<file path="config.mk">
export PLATFORM = sky130hd
export DESIGN_NAME = rmb_front
export DESIGN_NICKNAME = d
export VERILOG_FILES = /design/src/design/rmb_pkg.sv /design/src/design/rmb_front.sv
export SDC_FILE = /design/constraint.sdc
export NUM_CORES = 2
export LEC_CHECK = 0
export BUFFER_PORTS_ARGS = -buffer_cell sky130_fd_sc_hd__buf_4
export CAP_MARGIN = 25
export CORE_MARGIN = 3
export CORE_UTILIZATION = 45
export DETAILED_ROUTE_END_ITERATION = 10
export PLACE_DENSITY = 0.59
export SLEW_MARGIN = 20
export SYNTH_ARGS = -nofsm -noshare
export SYNTH_HDL_FRONTEND = slang
export SYNTH_SLANG_ARGS = --single-unit
</file>
<file path="constraint.sdc">
create_clock -name clk -period 13.9 [get_ports clk]
set_clock_uncertainty 0.05 [all_clocks]
set_input_delay 1.39 -clock clk [delete_from_list [all_inputs] [get_ports clk]]
set_output_delay 1.39 -clock clk [all_outputs]
set_load 0.05 [all_outputs]
</file>
<file path="src/design/rmb_pkg.sv">
// ----------------------------------------------------------------------------
// rmb_pkg: shared types and constants for the rotation matrix builder
// Axis modes, the queued word format, fixed-point constants and stage counts.
// ----------------------------------------------------------------------------
`default_nettype none

package rmb_pkg;

  localparam int CORDIC_STEPS  = 16;
  localparam int OUT_FRAC_BITS = 14;
  localparam int ATAN_LEN      = 24;

  // square root of a 60-bit radicand: one result bit per stage
  localparam int SQRT_STEPS = 31;
  // 31 quotient bits cover unit components up to and just past one
  localparam int DIV_STEPS  = 31;

  localparam logic signed [33:0] Q30_HALF_PI = 34'sh06487ED51;
  localparam logic signed [33:0] Q30_PI      = 34'sh0C90FDAA2;
  localparam logic signed [32:0] CORDIC_GAIN = 33'sh026DD3B6A;
  localparam logic signed [32:0] Q30_ONE     = 33'sh040000000;

  localparam int OUT_HI = ((1 << OUT_FRAC_BITS) > 32767) ? 32767 : (1 << OUT_FRAC_BITS);
  localparam int OUT_LO = (-(1 << OUT_FRAC_BITS) < -32768) ? -32768 : -(1 << OUT_FRAC_BITS);
  localparam logic signed [15:0] OUT_ONE_W = 16'(OUT_HI);
  localparam logic signed [15:0] OUT_MIN_W = 16'(OUT_LO);

  typedef enum logic [1:0] {
    FUNC_X,
    FUNC_Y,
    FUNC_Z,
    FUNC_AXIS
  } rmb_func_t;

  typedef struct packed {
    rmb_func_t          func;
    logic               zero;
    logic [2:0]         sgn;
    logic [15:0]        mag_x;
    logic [15:0]        mag_y;
    logic [15:0]        mag_z;
    logic [31:0]        len2;
    logic signed [32:0] ang;
    logic               neg;
  } rmb_item_t;

endpackage

`default_nettype wire

</file>
<file path="src/design/rmb_front.sv">
// ----------------------------------------------------------------------------
// rmb_front: input stage
// Accept words, classify the axis mode, fold the angle, form squared axis length.
// ----------------------------------------------------------------------------
`default_nettype none

module rmb_front import rmb_pkg::*; (
  input  wire logic        clk,
  input  wire logic        rst,
  input  wire logic        s_tvalid,
  output logic             s_tready,
  input  wire logic [63:0] s_tdata,  // axis_x, axis_y, axis_z, angle
  input  wire logic [1:0]  s_tuser,  // func
  input  wire logic        q_full,
  output logic             push,
  output rmb_item_t        push_item
);

  logic                fv;
  rmb_item_t           item_next;
  logic signed [15:0]  ax, ay, az, ang16;
  logic signed [31:0]  sqx, sqy, sqz;
  logic signed [33:0]  a34, af;
  logic                neg;

  assign ax    = $signed(s_tdata[15:0]);
  assign ay    = $signed(s_tdata[31:16]);
  assign az    = $signed(s_tdata[47:32]);
  assign ang16 = $signed(s_tdata[63:48]);
  assign sqx   = 32'(ax) * 32'(ax);
  assign sqy   = 32'(ay) * 32'(ay);
  assign sqz   = 32'(az) * 32'(az);
  assign a34   = 34'($signed({ang16, 17'd0}));

  always_comb begin
    af  = a34;
    neg = 1'b0;
    if (a34 > Q30_HALF_PI) begin
      af  = a34 - Q30_PI;
      neg = 1'b1;
    end else if (a34 < -Q30_HALF_PI) begin
      af  = a34 + Q30_PI;
      neg = 1'b1;
    end
  end

  always_comb begin
    item_next.func  = rmb_func_t'(s_tuser);
    item_next.len2  = 32'(sqx) + 32'(sqy) + 32'(sqz);
    item_next.zero  = (item_next.func == FUNC_AXIS) && (item_next.len2 == 32'd0);
    item_next.sgn   = {az[15], ay[15], ax[15]};
    item_next.mag_x = ax[15] ? 16'(-ax) : 16'(ax);
    item_next.mag_y = ay[15] ? 16'(-ay) : 16'(ay);
    item_next.mag_z = az[15] ? 16'(-az) : 16'(az);
    item_next.ang   = af[32:0];
    item_next.neg   = neg;
  end

  assign s_tready = !fv || !q_full;
  assign push     = fv && !q_full;

  always_ff @(posedge clk) begin
    if (rst) begin
      fv <= 1'b0;
    end else if (s_tready) begin
      fv <= s_tvalid;
    end
  end

  always_ff @(posedge clk) begin
    if (s_tready && s_tvalid) begin
      push_item <= item_next;
    end
  end

endmodule

`default_nettype wire

</file>
Word-level counts from Yosys, hierarchy flattened
Cells that the tools add are included.
- register bits after elaboration: 121
- input bits: 70
- output and inout port bits: 122
- word-level logic and storage cells: 39
- add/subtract/negate cells: 7
- multiply operators: 3
- order comparisons: 2
- equality and inequality tests: 1
- multiplexer cells: 6
- reduce and logical (&&, ||, !) cells: 7
- operators by type and width (operator ; count):
    $mul A16 B16 Y32 ; 3
    $mux W33 ; 2
    $add A32 B32 Y32 ; 2
    $neg A16 Y16 ; 3
    $mux W15 ; 3
    $add A33 B33 Y33 const B ; 1
    $gt A33 B32 Y1 const B ; 1
    $lt A33 B32 Y1 const B ; 1
    $sub A33 B33 Y33 const B ; 1
    $logic_not A32 Y1 ; 1
    $logic_and A1 B1 Y1 ; 3
    $eq A2 B2 Y1 const B ; 1
    $logic_not A1 Y1 ; 2
    $logic_or A1 B1 Y1 ; 1
    $mux W1 ; 1

Logic depth before layout (Yosys ltp)
- depth after elaboration: 5
- gate-level depth with buffers: 32
- mapped depth without buffers: 31

Least setup slack after synthesis
OpenSTA, ideal clock, no wires.
- path type: input -> register
- from: input port s_tdata[47]
- to: register push_item[117] (netlist name), data pin
- arrival time: 10.256 ns
- data required time: 13.716 ns
- setup slack: 3.461 ns
- stages: 28
- buffers on the path: 3
- cell sequence: clkbuf_1 > clkbuf_1 > clkbuf_1 > nand2_1 > fa_1 > fa_1 > inv_1 > fa_1 > inv_1 > fa_1 > inv_1 > fa_1 > fa_1 > fa_1 > fa_1 > inv_1 > fa_1 > inv_1 > ha_1 > a211oi_1 > nor2_1 > a311oi_1 > nand2_1 > xor2_1 > or4_1 > or4_1 > nor4b_2 > and4_1
- RTL lines (item ; RTL line ; RTL):
    start, declared ; rmb_front.sv:12 ; input wire logic [63:0] s_tdata,
    end signal, assigned ; rmb_front.sv:72 ; push_item <= item_next;
    end, declared ; rmb_front.sv:16 ; output rmb_item_t push_item

==> impl_metrics.prom <==
# TYPE chip_impl_metric gauge
chip_impl_metric{name="critical_path.max_fanout",unit=""} 46
chip_impl_metric{name="cts-root-to-sink-buffers",unit=""} 2
chip_impl_metric{name="insertedDiodeCount",unit=""} 0
chip_impl_metric{name="drtIter0Drc",unit=""} 1014
chip_impl_metric{name="post-route-util",unit="%"} 49.4
chip_impl_metric{name="yosysWarningCount",unit=""} 0
chip_impl_metric{name="report.final.setup_viol",unit=""} 0
chip_impl_metric{name="drv_cap",unit=""} 0
chip_impl_metric{name="postCtsHoldBufs",unit=""} 0
chip_impl_metric{name="gp_congestion",unit=""} 0.875
chip_impl_metric{name="cts-buffers-inserted",unit=""} 9
chip_impl_metric{name="ys_async_sr_fraction",unit="%"} 0
chip_impl_metric{name="max_freq",unit="GHz"} 0.0946
chip_impl_metric{name="grt_max_degree",unit=""} 74
chip_impl_metric{name="syn_avg_cell_area",unit="um2"} 10.0
chip_impl_metric{name="cts-resized-gates",unit=""} 0
chip_impl_metric{name="post_synth_inst_count",unit=""} 3147
chip_impl_metric{name="start_util",unit="%"} 45.8
chip_impl_metric{name="floorplan.io_pins",unit=""} 192
chip_impl_metric{name="groute.usage.overall",unit="%"} 22.9
chip_impl_info{name="timing.critical_path.from_type",value="primary input"} 1
chip_impl_info{name="status",value="complete, no violations"} 1
chip_impl_info{name="holdCritPathClass",value="flop to flop"} 1
chip_impl_metric{name="route.antenna.remaining_nets",unit=""} 0
chip_impl_metric{name="drc_errors",unit=""} 0
chip_impl_metric{name="finish.net_count",unit=""} 4348
chip_impl_info{name="rsz0062_at_grt",value="false"} 1
chip_impl_metric{name="flow.area_growth_from_synthesis",unit="%"} 7.87
chip_impl_info{name="worst_setup_path_end_kind",value="flop"} 1
chip_impl_metric{name="grt_first_pass_wirelength",unit="mm"} 129
chip_impl_metric{name="core.rowCount",unit=""} 96
chip_impl_metric{name="die_w",unit="um"} 271
chip_impl_metric{name="synth.lib_cells_used.distinct",unit=""} 61
chip_impl_metric{name="hold_viol",unit=""} 0
chip_impl_metric{name="cts.htree.levels",unit=""} 3
chip_impl_metric{name="slew_headroom",unit="%"} 34.1
chip_impl_info{name="synth-main-ff-cell",value="edfxtp_1"} 1
chip_impl_metric{name="detail_routed_via_count_per_cell",unit=""} 4.94
chip_impl_metric{name="gr-total-overflow",unit=""} 0
chip_impl_metric{name="drive_gt1_share",unit="%"} 7.01
chip_impl_metric{name="min_period",unit="ps"} 10570
chip_impl_metric{name="ys_seq_area_share",unit="%"} 10.0
chip_impl_metric{name="synth_enable_flop_cells",unit=""} 105
chip_impl_metric{name="worstHoldPathCells",unit=""} 2
chip_impl_metric{name="setup_total_negative_slack",unit="ps"} 0
chip_impl_metric{name="antenna_found_initial",unit=""} 1
chip_impl_metric{name="max_slew.worst_pin.slew",unit="ps"} 989
chip_impl_metric{name="first_pass_iters",unit=""} 5
chip_impl_metric{name="totalWireLength",unit="mm"} 79.8
chip_impl_metric{name="hold_slack",unit="ps"} 461
chip_impl_metric{name="synth.ff_latch_count",unit=""} 106
chip_impl_metric{name="clock_sinks",unit=""} 106
chip_impl_metric{name="cp_data_arrival_time",unit="ps"} 10780
chip_impl_metric{name="buffer_ports.inserted",unit=""} 190
chip_impl_metric{name="post_cts.repair.setup_buffers",unit=""} 0
chip_impl_metric{name="via_count_of_the_first_global_routing_pass",unit=""} 23800
chip_impl_metric{name="clk_pin_slew_worst_paths",unit="ps"} 90
chip_impl_metric{name="cp_data_required_time",unit="ps"} 14110
chip_impl_metric{name="die_area",unit="um2"} 73500
chip_impl_metric{name="min_period_over_period",unit="%"} 76.0
chip_impl_info{name="tritoncts",value="yes"} 1
chip_impl_metric{name="clock_latency",unit="ps"} 390
chip_impl_metric{name="syn-cell-area",unit="um2"} 31600
chip_impl_metric{name="die_height",unit="um"} 271
chip_impl_metric{name="core_area",unit="um2"} 69100
chip_impl_info{name="type_of_the_worst_setup_path",value="primary input to flop"} 1
chip_impl_metric{name="total_count_of_max_transition_violations_in_the_final_report",unit=""} 0
chip_impl_metric{name="place.detailed.hpwl",unit="mm"} 68.3
chip_impl_info{name="clockRootBuffer",value="clkbuf_16"} 1
chip_impl_metric{name="wire_per_inst",unit="um"} 19.1
chip_impl_metric{name="reg2regPathDepth",unit=""} 3
chip_impl_metric{name="detailroute.via_count",unit=""} 20600
registers in the layout, indices dropped and copies added (netlist names):
register,cells
fv,1
push_item,105
layout make-up:
| type | instances | area [um2] |
|---|---|---|
| repair buffers | 194 | 1460 |
| inverters | 1035 | 3880 |
| multi-input cells | 1900 | 24100 |
| clock buffers | 9 | 225 |
| well taps | 931 | 1160 |
| clock inverters | 7 | 85.1 |
| fillers | 6450 | 35000 |
| flip-flops and latches | 106 | 3170 |
critical path, stage by stage:
cell       delay, ps
buf_4            420
and2_1           510
inv_1            410
fa_1             590
inv_1             50
fa_1             500
inv_1             50
fa_1             480
inv_1             70
fa_1             480
fa_1             580
fa_1             440
fa_1             460
fa_1             490
inv_1             50
fa_1             500
inv_1             50
ha_1             340
nand4_1          100
a2111oi_0        780
nand2_1          160
nand2_1          130
xor2_1            90
or4_1            540
or4_1            530
nor4b_2          300
and4_1           240
cells in the mapped netlist, types with 6 or more instances:
| master | instances | area (um2) |
|---|---|---|
| o31ai_1 | 7 | 52.6 |
| buf_4 | 15 | 113 |
| or4_1 | 8 | 60.1 |
| nor2_1 | 76 | 285 |
| nand2b_1 | 28 | 175 |
| nand3_1 | 7 | 35.0 |
| inv_1 | 1029 | 3860 |
| a21o_1 | 10 | 75.1 |
| clkinv_1 | 6 | 22.5 |
| xnor2_1 | 103 | 902 |
| ha_1 | 213 | 2670 |
| or2_2 | 7 | 43.8 |
| xor2_1 | 25 | 219 |
| a21oi_1 | 35 | 175 |
| fa_1 | 819 | 16400 |
| nor2b_1 | 26 | 163 |
| clkbuf_1 | 88 | 330 |
| nor3_1 | 11 | 55.1 |
| or3_1 | 12 | 75.1 |
| edfxtp_1 | 105 | 3150 |
| nand2_1 | 240 | 901 |
| and2_1 | 152 | 951 |
| o41ai_1 | 6 | 52.6 |
| o21ai_0 | 41 | 205 |
cell usage in the layout (no fill, tap or decap), types with 11 or more instances in the layout:
master	instances
a21oi_1	35
and2_1	151
nor2b_1	26
xor2_1	25
or3_1	12
buf_4	193
inv_1	1029
ha_1	213
edfxtp_1	105
nor3_1	11
xnor2_1	103
nand2b_1	28
nand2_1	240
nor2_1	76
fa_1	819
o21ai_0	41
metrics by stage:
step / worst slack [ps] / cells / cell area (um2)
2_1_floorplan: 3460 / 3148 / 31600
3_3_place_gp: 3000 / 4165 / 33800
3_5_place_dp: 2720 / 4165 / 33800
4_1_cts: 3120 / 4181 / 34100
5_1_grt: 2900 / 4182 / 34100
6_report: 3330 / 4182 / 34100
final timing paths:
check,from,to,slack [ps]
setup / recovery,s_tdata[31],push_item[117],3330
hold / removal,fv,fv,460
setup reg to reg,fv,push_item[65],11670
hold reg to reg,fv,fv,460
metal layers:
| layer | part of all wire (%) | wire length [um] | global-route usage [%] |
|---|---|---|---|
| met5 | 0.016 | 13 | 0 |
| met4 | 3.4 | 2680 | 7.69 |
| met3 | 3.5 | 2770 | 2.07 |
| met2 | 56 | 44500 | 43.1 |
| met1 | 37 | 29800 | 27.3 |
cell families (layout without fill, tap and decap cells):
| family | count (synthesis) | in the layout | share of synthesized area (%) |
|---|---|---|---|
| and+or+nand+nor | 585 | 585 | 9.14 |
| other | 1 | 2 | 0.0119 |
| muxes | 6 | 6 | 0.202 |
| xor gates and xnor gates | 128 | 128 | 3.55 |
| buffers and inverters | 1142 | 1245 | 13.7 |
| AOI/OAI and AO/OA | 147 | 147 | 3.03 |
| adders and majority gates | 1032 | 1032 | 60.3 |
| DFF | 106 | 106 | 10.0 |
Power is left out: the tool's default activity adds up to more than one toggle a clock period on the data nets, which glitch-free logic cannot reach.
