--- src/design/rmb_pkg.sv ---
// ----------------------------------------------------------------------------
// rmb_pkg: shared types and constants for the rotation matrix builder
// Axis modes, the queued word format, fixed-point constants and stage counts.
// ----------------------------------------------------------------------------
`default_nettype none

package rmb_pkg;

  localparam int CORDIC_STEPS  = 16;
  localparam int OUT_FRAC_BITS = 14;
  localparam int ATAN_LEN      = 24;

  // square root of a 60-bit radicand: one result bit per stage
  localparam int SQRT_STEPS = 31;
  // 31 quotient bits cover unit components up to and just past one
  localparam int DIV_STEPS  = 31;

  localparam logic signed [33:0] Q30_HALF_PI = 34'sh06487ED51;
  localparam logic signed [33:0] Q30_PI      = 34'sh0C90FDAA2;
  localparam logic signed [32:0] CORDIC_GAIN = 33'sh026DD3B6A;
  localparam logic signed [32:0] Q30_ONE     = 33'sh040000000;

  localparam int OUT_HI = ((1 << OUT_FRAC_BITS) > 32767) ? 32767 : (1 << OUT_FRAC_BITS);
  localparam int OUT_LO = (-(1 << OUT_FRAC_BITS) < -32768) ? -32768 : -(1 << OUT_FRAC_BITS);
  localparam logic signed [15:0] OUT_ONE_W = 16'(OUT_HI);
  localparam logic signed [15:0] OUT_MIN_W = 16'(OUT_LO);

  typedef enum logic [1:0] {
    FUNC_X,
    FUNC_Y,
    FUNC_Z,
    FUNC_AXIS
  } rmb_func_t;

  typedef struct packed {
    rmb_func_t          func;
    logic               zero;
    logic [2:0]         sgn;
    logic [15:0]        mag_x;
    logic [15:0]        mag_y;
    logic [15:0]        mag_z;
    logic [31:0]        len2;
    logic signed [32:0] ang;
    logic               neg;
  } rmb_item_t;

endpackage

`default_nettype wire

--- src/design/rmb_queue.sv ---
// ----------------------------------------------------------------------------
// rmb_queue: two-entry queue between front and back
// Hold classified words so either side can stall on its own.
// ----------------------------------------------------------------------------
`default_nettype none

module rmb_queue import rmb_pkg::*; (
  input  wire logic      clk,
  input  wire logic      rst,
  input  wire logic      push,
  input  wire rmb_item_t push_item,
  output logic           full,
  input  wire logic      pop,
  output logic           head_valid,
  output rmb_item_t      head_item
);

  rmb_item_t  mem [2];
  logic       wr_ptr, rd_ptr;
  logic [1:0] count;
  logic       push_ok, pop_ok;

  assign full       = (count == 2'd2);
  assign head_valid = (count != 2'd0);
  assign head_item  = mem[rd_ptr];
  assign push_ok    = push && !full;
  assign pop_ok     = pop && head_valid;

  always_ff @(posedge clk) begin
    if (rst) begin
      wr_ptr <= 1'b0;
      rd_ptr <= 1'b0;
      count  <= 2'd0;
    end else begin
      if (push_ok) wr_ptr <= ~wr_ptr;
      if (pop_ok)  rd_ptr <= ~rd_ptr;
      count <= count + 2'(push_ok) - 2'(pop_ok);
    end
  end

  always_ff @(posedge clk) begin
    if (push_ok) begin
      mem[wr_ptr] <= push_item;
    end
  end

endmodule

`default_nettype wire

--- config.mk ---
export PLATFORM = sky130hd
export DESIGN_NAME = rmb_queue
export DESIGN_NICKNAME = d
export VERILOG_FILES = /design/src/design/rmb_pkg.sv /design/src/design/rmb_queue.sv
export SDC_FILE = /design/constraint.sdc
export NUM_CORES = 1
export LEC_CHECK = 0
export BUFFER_PORTS_ARGS = -buffer_cell sky130_fd_sc_hd__buf_2
export CAP_MARGIN = 15
export CORE_ASPECT_RATIO = 1.4
export CORE_MARGIN = 1.5
export CORE_UTILIZATION = 25
export DETAILED_ROUTE_END_ITERATION = 16
export PLACE_DENSITY = 0.41
export SKIP_CTS_REPAIR_TIMING = 1
export SYNTH_ARGS = -nofsm -noshare
export SYNTH_HDL_FRONTEND = slang
export SYNTH_SLANG_ARGS = --single-unit
--- constraint.sdc ---
create_clock -name clk -period 5.3 [get_ports clk]
set_input_delay 0.795 -clock clk [delete_from_list [all_inputs] [get_ports clk]]
set_output_delay 0.795 -clock clk [all_outputs]
set_load 0.01 [all_outputs]
* After elaboration in Yosys (flattened, before gate mapping)
Memories as Yosys holds them, arrays and structs flattened. A register that Yosys moved wholly into a read port is not among the register bits.
Index checks and enable logic that the tools add are counted.
** Cells by class
- Add/sub/neg operators :: 2
- Equality and inequality tests :: 1
- Muxes and demuxes :: 4
- Bitwise gates (word level) :: 2
- Reduce and logical (&&, ||, !) cells :: 4
** Operators by type and width (number)
- 2-to-1 mux 1 bit :: 4
- adder 2 x 1 -> 2 bit :: 1
- equality test 2 bit, second input constant :: 1
- logical AND 1 bit :: 2
- inverter 1 bit :: 2
- nonzero test 2 bit :: 1
- subtractor 2 x 1 -> 2 bit :: 1
- zero test 1 bit :: 1
** Storage, ports and cells
- Flip-flop bits (word level) :: 4
- Memory bits (writable) :: 240
- Memories :: 1
** Memory list
- mem :: words 2, width 120, read ports 1, clocked after memory_dff 1, write ports 1, RTL line rmb_queue.sv:18 : rmb_item_t mem [2];

* Logic depth before layout (Yosys ltp)
Gate-level depths: netlist of run 1.
- Depth after elaboration :: 5
- Depth in mapped cells :: 8

* Worst setup path after synthesis of run 1
Ideal clock, no wire load.
- Kind :: in2reg
- Start :: input push
- End :: memory mem[0][0] in the netlist's numbering, enable pin
- Arrival time :: 3.518 ns
- Required time :: 4.827 ns
- Path slack :: 1.309 ns
- Stages on the path :: 3
- Path buffers :: 0
- Cell sequence :: inv_1 or3_1 inv_1
** Between the ends
- Word-level cells in the longest chain between the ends :: 3
** Ends and longest elaborated chain
- from (decl) :: RTL line rmb_queue.sv:10 : input wire logic push,
- logical AND 1 bit :: RTL line rmb_queue.sv:26 : assign push_ok = push && !full;
- 2-to-1 mux 1 bit :: RTL line rmb_queue.sv:42 : if (push_ok) begin
- 2-to-1 mux 1 bit (not written as such) :: RTL line rmb_queue.sv:43 : mem[wr_ptr] <= push_item;
- to (decl) :: RTL line rmb_queue.sv:18
No other way between the ends.

==> results of run 1 <==
[stage by stage]
stage | setup slack (ns) | area [um2] | power, mW | util
floorplan | 1.31 | 8930 | 3.27 | -
global placement | 2.47 | 10700 | 3.70 | 0.304
detailed placement | 2.42 | 10700 | 3.73 | 0.304
CTS | 1.98 | 11400 | 5.33 | 0.324
global route | 1.89 | 11400 | 5.47 | 0.325
finish | 2.04 | 11400 | 5.21 | 0.325
[layer usage]
layer  GRT usage  part of all wire
met3      0.0265             0.070
met4      0.0509             0.036
met2       0.188              0.55
met5           0                 0
met1       0.102              0.35
[cell families (layout without fill, tap and decap cells)]
kind of cell | count (synthesis) | in the layout
DFF | 245 | 245
muxes | 120 | 120
buffers and inverters | 17 | 295
and+or+nand+nor | 9 | 9
AOI/OAI and AO/OA | 3 | 3
xor gates and xnor gates | 3 | 3
adders and majority gates | 2 | 2
other | 0 | 6
[registers in the layout, summed over array words and instances (netlist names), named ones only]
name and cells:
count 2, mem 240, wr_ptr 1, rd_ptr 1
[synth_stat cells (all sizes together)]
cell / number / share of area
o21ai: 1 / 0.00056
nand2b: 1 / 0.00098
edfxtp: 240 / 0.81
nor2: 3 / 0.0013
inv: 4 / 0.0017
mux2: 120 / 0.15
xor2: 1 / 0.00098
and3: 1 / 0.00084
o21a: 1 / 0.00084
nand2: 1 / 0.00042
ha: 2 / 0.0028
a21oi: 1 / 0.00056
nor2b: 1 / 0.00070
or2: 1 / 0.00070
dfxtp: 5 / 0.011
or3: 1 / 0.00070
buf: 13 / 0.015
xnor2: 2 / 0.0020
[area by class of cell]
cell class                      count  area (um2)  area share
Timing Repair Buffer              248        1290       0.113
Inverter                            4        17.5     0.00154
Clock inverter                      6        27.5     0.00242
Sequential cell                   245        7310       0.642
Clock buffer                       37         681      0.0598
Tap cell                          456         571      0.0501
Multi-Input combinational cell    137        1470       0.129
Antenna cell                        6        15.0     0.00132
[power by group through the flow]
stage                     Clock, mW  Sequential (mW)  Combinational [mW]
after global placement            0             2.55                1.16
after floorplan                   0             2.50               0.772
after detailed placement          0             2.56                1.17
after global routing           1.70             2.54                1.23
after CTS                      1.64             2.52                1.17
final                          1.57             2.51                1.13
[path summary, 6_finish.rpt]
| path | slack [ns] | endpoint | depth (start not counted) | startpoint |
|---|---|---|---|---|
| max | 2.04 | head_item[42] | 3 | register |
| max reg2reg | 2.89 | mem[0][119]$_DFFE_PP_ | 5 | count[0]$_SDFF_PP0_ |
| min | 0.46 | mem[1][62]$_DFFE_PP_ | 1 | push_item[62] |
| min reg2reg | 0.50 | wr_ptr$_SDFFE_PP0N_ | 2 | wr_ptr$_SDFFE_PP0N_ |
[critical path, cell delays in order, from the launching register on]
cell,delay [ns]
dfxtp_4,0.86
buf_12,0.40
mux2_2,0.40
buf_2,0.14
==> results.ini, run 1 <==
[outcome]
status = finished clean

[cells_and_area]
fillers = 3497
nets = 787
instances_no_fill = 1139
layout_commonest_cell = buf_2
area_growth_syn_to_layout_pct = 27.5
drive_above_1_share = 0.592
layout_common_cells = 245 x buf_2, 240 x edfxtp_1, 120 x mux2_2, 25 x clkbuf_16, 11 x clkbuf_1

[cts]
cts.path.max_buffers = 3
insertion_delay_ns = 0.53
cts_max_level = 1
tritoncts = done
cts_sinks = 245
clk_pin_slew_ns = 0.06
root_buffer = clkbuf_16
cts_buffers = 25

[timing]
final_hold_viol_count = 0
grt_setup_unrepaired = false
setup_viol = 0
slew_viol_final = 0
worst_pin_slew_ns = 0.905
max_freq_mhz = 307
period_share = 0.615
max_slew_margin = 0.397
fin_tns_setup_ns = 0
fin_crit_ns = 3.26
clock_skew_ns = 0.00732
hold_slack_ns = 0.455

[worst_setup_path]
endpoint_kind = primary output
startpoint_type = register
crit_type = reg -> out
worstPathMaxFanout = 63
required_ns = 4.51
critPathArrivalTime_ns = 2.46

[pwr]
peakVddDrop_mv = 0.237
p_leak_nw = 4.13
power_density_nw_per_um2 = 458
power.switching_mw = 1.39
pwr-share-comb = 0.217
switching_share = 0.266
power_frac_seq = 0.482
power.internal_mw = 3.82
p_clk_frac = 0.301

[synth]
synth_adder_area_share = 0.00280
synth_xor_area_frac = 0.00294
synth_cell_type_count = 20
syn_nets = 525
synth-compound-area-share = 0.00196
yosys.area_share.simple = 0.00561
ys_ff_latch = 245
syn-cell-area_um2 = 8930
synth_mux_area_frac = 0.151
synth_top_family_by_area = multiplexers
synth_area_per_cell_um2 = 22.4
seq_area_frac_synth = 0.819
synthCells = 399
synth-warning-count = 0

[global_routing]
overflow = 0
grt_pass1_wl_mm = 28.2
track_usage = 0.101
antenna_found_initial = 6
first_global_vias = 5016
grt_max_degree = 64

[place]
dp_hpwl_mm = 12.7
dp.cells = 1090
io_buffers = 245
place.gp.congestion = 0.698

[floorplan]
dieArea_um2 = 36900
core_area_um2 = 35100
start_util = 0.255
die_h_um = 227
die_width_um = 163
boundaryPins = 246
core.rowCount = 81

[drt]
postRouteAntennaNets = 0
vias = 4569
drc = 0
first_pass_iters = 4
wl_per_cell_um = 17.0
via_per_inst = 4.01
totalWireLength_mm = 19.3
drtIter0Drc = 172

[min_path]
hp-class = in -> reg

[run]
cap_violations = 0

Power figures use the tool's default switching activity.
==> run 2, diff against run 1 <==
PLACE_DENSITY = 0.43   (was 0.41)
clock period = 2.76 ns   (was 5.3 ns; I/O delays follow)
==> results.ini, run 2 (synthesized netlist as in run 1, its figures left out) <==
[cells_and_area]
fillers = 3438  ; -1.7%
largest_reg_flops = 240  ; unchanged
area_growth_syn_to_layout_pct = 30.4
multi_input_comb_area_um2 = 1480  ; +0.68%
layout_common_cells = 245 x buf_2, 240 x edfxtp_1, 120 x mux2_2, 27 x clkbuf_16
nets = 791  ; +0.51%
layout_commonest_cell = buf_2
reg.largest.list = mem: 240 flops, count: 2 flops
largest-register = mem
seq_area_um2 = 7310  ; about the same
drive_above_1_share = 0.610  ; +0.0179

[floorplan]
dieArea_um2 = 36900  ; unchanged
boundaryPins = 246  ; unchanged
core.rowCount = 81  ; unchanged
core_area_um2 = 35100  ; unchanged
die_h_um = 227  ; unchanged
start_util = 0.255  ; unchanged
die_width_um = 163  ; unchanged

[drt]
drtIter0Drc = 165  ; -4.1%
postRouteAntennaNets = 0  ; unchanged
wl_per_cell_um = 16.7  ; -1.6%
via_per_inst = 4.00  ; -0.26%
first_pass_iters = 4  ; unchanged
totalWireLength_mm = 19.1  ; -1.2%
drc = 0  ; unchanged
vias = 4577  ; +0.18%

[cts]
cts_buffers = 26  ; +4.0%
cts.path.max_buffers = 3  ; unchanged
cts_max_level = 1  ; unchanged
root_buffer = clkbuf_16
clk_pin_slew_ns = 0.06  ; about the same
insertion_delay_ns = 0.53  ; about the same
cts_sinks = 245  ; unchanged
tritoncts = done

[timing]
max_slew_margin = 0.500  ; +0.103
worst_pin_slew_ns = 0.750  ; -0.155 ns
final_hold_viol_count = 0  ; unchanged
period_share = 0.804
fin_crit_ns = 2.22
grt_setup_unrepaired = false
clock_skew_ns = 0.00589  ; -0.00143 ns
max_freq_mhz = 451
slew_viol_final = 0  ; unchanged
setup_viol = 0  ; unchanged
fin_tns_setup_ns = 0  ; unchanged

[worst_setup_path]
startpoint_type = register
worstPathMaxFanout = 63  ; unchanged
crit_type = reg -> out
required_ns = 2.35  ; -2.16 ns
endpoint_kind = primary output
critPathArrivalTime_ns = 1.81  ; -0.65 ns

[place]
io_buffers = 245  ; unchanged
dp_hpwl_mm = 12.6  ; -0.75%
place.gp.congestion = 0.704  ; +0.89%

[pwr]
power.total_mw = 10.7  ; +110%
power.internal_mw = 7.95  ; +110%
peakVddDrop_mv = 0.501  ; +110%
switching_share = 0.256  ; -0.00972
p_leak_nw = 4.26  ; +3.0%
pwr-share-comb = 0.218  ; about the same
power.switching_mw = 2.74  ; +98%
p_clk_frac = 0.341  ; +0.040
power_density_nw_per_um2 = 919  ; +100%
power_frac_seq = 0.442  ; -0.040

[global_routing]
grt_util_met3 = 0.0300  ; +0.00348
track_usage = 0.100  ; -0.000438
top_usage_layer = met2
grt_max_degree = 121  ; +89%
gr-usage-met2 = 0.197  ; +0.00865
first_global_vias = 5112  ; +1.9%
antenna_found_initial = 2  ; -4
grt_use_met1 = 0.0948  ; -0.00745
grt_pass1_wl_mm = 28.1  ; -0.44%
overflow = 0  ; unchanged

[outcome]
status = finished clean

[min_path]
hp-class = in -> reg

[run]
cap_violations = 0  ; unchanged

[run 2: cell types whose count changed in the layout (fill, tap and decap cells not counted), sizes merged]
| cell | previous run | this run |
|---|---|---|
| clkbuf | 37 | 32 |
| inv | 5 | 4 |
| bufinv | 0 | 5 |
| clkinv | 5 | 10 |
| diode | 6 | 3 |
| buf | 248 | 251 |
| clkinvlp | 0 | 1 |
[run 2: area by class of cell]
| type | count | area share |
|---|---|---|
| Sequential cell | 245 | 0.628 |
| Clock buffer | 32 | 0.0597 |
| Inverter | 4 | 0.00183 |
| Multi-Input combinational cell | 137 | 0.128 |
| Timing Repair Buffer | 251 | 0.115 |
| Clock inverter | 16 | 0.0183 |
| Tap cell | 456 | 0.0490 |
| Antenna cell | 3 | 0.000645 |
[run 2: power by group through the flow]
stage / clock network, mW / registers (mW) / logic, mW
final: 3.65 / 4.72 / 2.33
after floorplan: 0 / 4.79 / 1.50
after global placement: 0 / 4.78 / 2.37
after CTS: 3.80 / 4.73 / 2.42
after detailed placement: 0 / 4.81 / 2.41
after global routing: 3.91 / 4.77 / 2.54
[run 2: metrics by stage]
| stage | utilization | hold slack (ns) | cell area (um2) | worst slack, ns | instances |
|---|---|---|---|---|---|
| 3_5_place_dp | 0.306 | 0.498 | 10700 | 0.765 | 1093 |
| 2_1_floorplan | - | 0.456 | 8940 | -0.0289 | 399 |
| 6_report | 0.332 | 0.0697 | 11600 | 0.540 | 1144 |
| 4_1_cts | 0.332 | 0.0276 | 11600 | 0.482 | 1141 |
| 3_3_place_gp | 0.306 | 0.502 | 10700 | 0.769 | 1093 |
| 5_1_grt | 0.332 | 0.0367 | 11600 | 0.445 | 1143 |
[run 2: final timing paths]
check,from,endpoint,slack [ns],cells after the start
hold reg to reg,wr_ptr$_SDFFE_PP0N_,wr_ptr$_SDFFE_PP0N_,0.51,2
setup / recovery,register,head_item[32],0.54,3
hold / removal,push_item[67],mem[1][67]$_DFFE_PP_,0.07,1
setup reg to reg,count[0]$_SDFF_PP0_,mem[0][19]$_DFFE_PP_,0.80,5
[run 2: routing by layer]
metal	vias to the layer above	routed length, um
met5	-	0
met4	0	483
met3	33	1460
met2	155	10900
met1	2265	6270
li1	2124	-
[run 2: critical path: stages (launching register included)]
cell	delay (ns)
dfxtp_4	0.37
buf_12	0.30
mux2_2	0.39
buf_2	0.14
==> run 3, diff against run 2 <==
ABC_AREA = 1   (was not set)
clock period = 2 ns   (was 2.76 ns; I/O delays follow)
==> results.ini, run 3 <==
[outcome]
violations = setup timing
status = complete, but fails checks

[worst_setup_path]
crit_type = reg -> out
r2r_cells = 10  ; +5
critPathArrivalTime_ns = 1.79  ; -0.02 ns
endpoint_kind = primary output
worstPathMaxFanout = 8  ; -87%
startpoint_type = register
reg2reg_from = count[0]$_SDFF_PP0_
required_ns = 1.70  ; -0.65 ns

[global_routing]
grt_pass1_wl_mm = 27.8  ; -1.0%
track_usage = 0.0994  ; -0.000967
first_global_vias = 5081  ; -0.61%
grt_max_degree = 65  ; -46%
overflow = 0  ; unchanged
antenna_found_initial = 0  ; -2

[synth]
synth-warning-count = 0  ; unchanged
syn-cell-area_um2 = 8940  ; +0.15%
synth_edf_count = 240  ; unchanged
seq_area_frac_synth = 0.817  ; -0.00126
ys_top_cells_by_area = edfxtp_1 81%, mux2_2 15%, buf_6 1.4%
synth_ff_type = edfxtp_1
synth_cell_type_count = 11  ; -45%
yosysMostFrequentCell = edfxtp_1
synth_area_per_cell_um2 = 21.8  ; -2.8%
ys_ff_latch = 245  ; unchanged
ys_async_sr_fraction = 0  ; unchanged
synth_top_area_share = 0.806  ; -0.00124
synth_common_cells = 240 x edfxtp_1, 120 x mux2_2, 11 x buf_6
synthCells = 411  ; +3.0%
yosysTopAreaCell = edfxtp_1
syn_nets = 537  ; +2.3%

[floorplan]
core_area_um2 = 35100  ; unchanged
die_width_um = 163  ; about the same
start_util = 0.255  ; +0.000392
core.rowCount = 81  ; unchanged
boundaryPins = 246  ; unchanged
dieArea_um2 = 36900  ; +0.15%
die_h_um = 227  ; about the same

[timing]
slew_viol_final = 0  ; unchanged
grt_setup_unrepaired = true
max_freq_mhz = 478
fin_crit_ns = 2.09
clock_skew_ns = 0.0183  ; +0.0124 ns
final_hold_viol_count = 0  ; unchanged
hold_slack_ns = 0.0952  ; +0.0255 ns
period_share = 1.05
setup_viol = 100  ; +100
worst_pin_slew_ns = 0.413  ; -0.338 ns
fin_ws_ns = -0.0906  ; -0.631 ns
fin_tns_setup_ns = -6.21  ; -6.21 ns
max_slew_margin = 0.725  ; +0.225

[cells_and_area]
largest-register = mem
drive_above_1_share = 0.517  ; -0.0934
reg.largest.list = mem: 240 flops, count: 2 flops
fillers = 3290  ; -4.3%
area_growth_syn_to_layout_pct = 53.6
diodes = 0  ; -3
layout_common_cells = 240 x edfxtp_1, 177 x buf_2, 121 x dlygate4sd3_1, 68 x buf_6, 66 x mux2_4
largest_reg_flops = 240  ; unchanged
nets = 940  ; +19%
layout_commonest_cell = edfxtp_1
final_cell_area_um2 = 13700  ; +18%
fin_util = 0.392  ; +0.0598

[pwr]
p_leak_nw = 5.26  ; +23%
peakVddDrop_mv = 0.756  ; +51%
power_density_nw_per_um2 = 1160  ; +26%

[cts]
tritoncts = done
cts.path.max_buffers = 3  ; unchanged
cts_sinks = 245  ; unchanged
insertion_delay_ns = 0.52  ; about the same
clk_pin_slew_ns = 0.06  ; about the same
root_buffer = clkbuf_16
cts_buffers = 24  ; -7.7%
cts_max_level = 1  ; unchanged

[run]
cap_violations = 0  ; unchanged

[drt]
wl_per_cell_um = 17.3  ; +3.3%
totalWireLength_mm = 22.2  ; +16%
drc = 0  ; unchanged
vias = 5233  ; +14%
via_per_inst = 4.07  ; +1.7%
drtIter0Drc = 166  ; +0.61%
postRouteAntennaNets = 0  ; unchanged
first_pass_iters = 4  ; unchanged

[place]
place.gp.congestion = 0.717  ; +1.9%
postPlaceCellArea_um2 = 10800  ; +0.30%
io_buffers = 245  ; unchanged
dp_slack_ns = 0.367  ; -0.398 ns
dp_hpwl_mm = 12.9  ; +2.3%

[min_path]
hp-class = in -> reg
min_delay_path_depth = 4  ; +3
min-delay-start = pop

-- run 3: routing by layer --
layer / vias up / track usage / part of all wire
li1: 2416 / - / -
met1: 2638 / 0.0976 / 0.37
met2: 153 / 0.197 / 0.55
met3: 26 / 0.0229 / 0.050
met4: 0 / 0.0388 / 0.022
met5: - / 0 / 0
-- run 3: cells by family after synthesis --
kind of cell / share of synthesized area
adders and majority gates: 0.00280
AOI/OAI and AO/OA: 0.00112
and+or+nand+nor: 0.00882
muxes: 0.151
DFF: 0.817
buffers and inverters: 0.0188
-- run 3: path summary, 6_finish.rpt --
kind	end	slack, ns
worst max-delay path	head_item[98]	-0.09
worst min-delay path	rd_ptr$_SDFFE_PP0P_	0.1
worst max register to register	count[1]$_SDFF_PP0_	0.48
worst min register to register	rd_ptr$_SDFFE_PP0P_	0.51
-- run 3: power breakdown --
group          total [mW]  internal [mW]  switching (mW)  leakage, nW
Sequential           6.70           6.50           0.197         2.28
Clock                4.29           2.52            1.78        0.366
Combinational        4.88           2.67            2.21         2.61
-- run 3: layout make-up --
| cell class | count | area, um2 | area share |
|---|---|---|---|
| clock buffers | 36 | 697 | 0.0507 |
| clock inverters | 6 | 51.3 | 0.00374 |
| inverters | 9 | 37.5 | 0.00273 |
| multi-input cells | 144 | 1740 | 0.126 |
| flip-flops and latches | 245 | 7310 | 0.533 |
| well taps | 456 | 571 | 0.0415 |
| repair buffers | 390 | 3330 | 0.242 |
-- run 3: worst max-delay path, cell delays in order (launching register included) --
cell and delay [ns]:
dfxtp_4 0.42, buf_12 0.20, buf_8 0.16, mux2_2 0.33, buf_2 0.14
-- run 3: per-stage QoR --
step,instances,total power [mW]
detailed placement,1105,10.1
CTS,1147,14.5
global route,1286,16.6
floorplan,411,8.82
global placement,1105,10.1
finish,1286,15.9
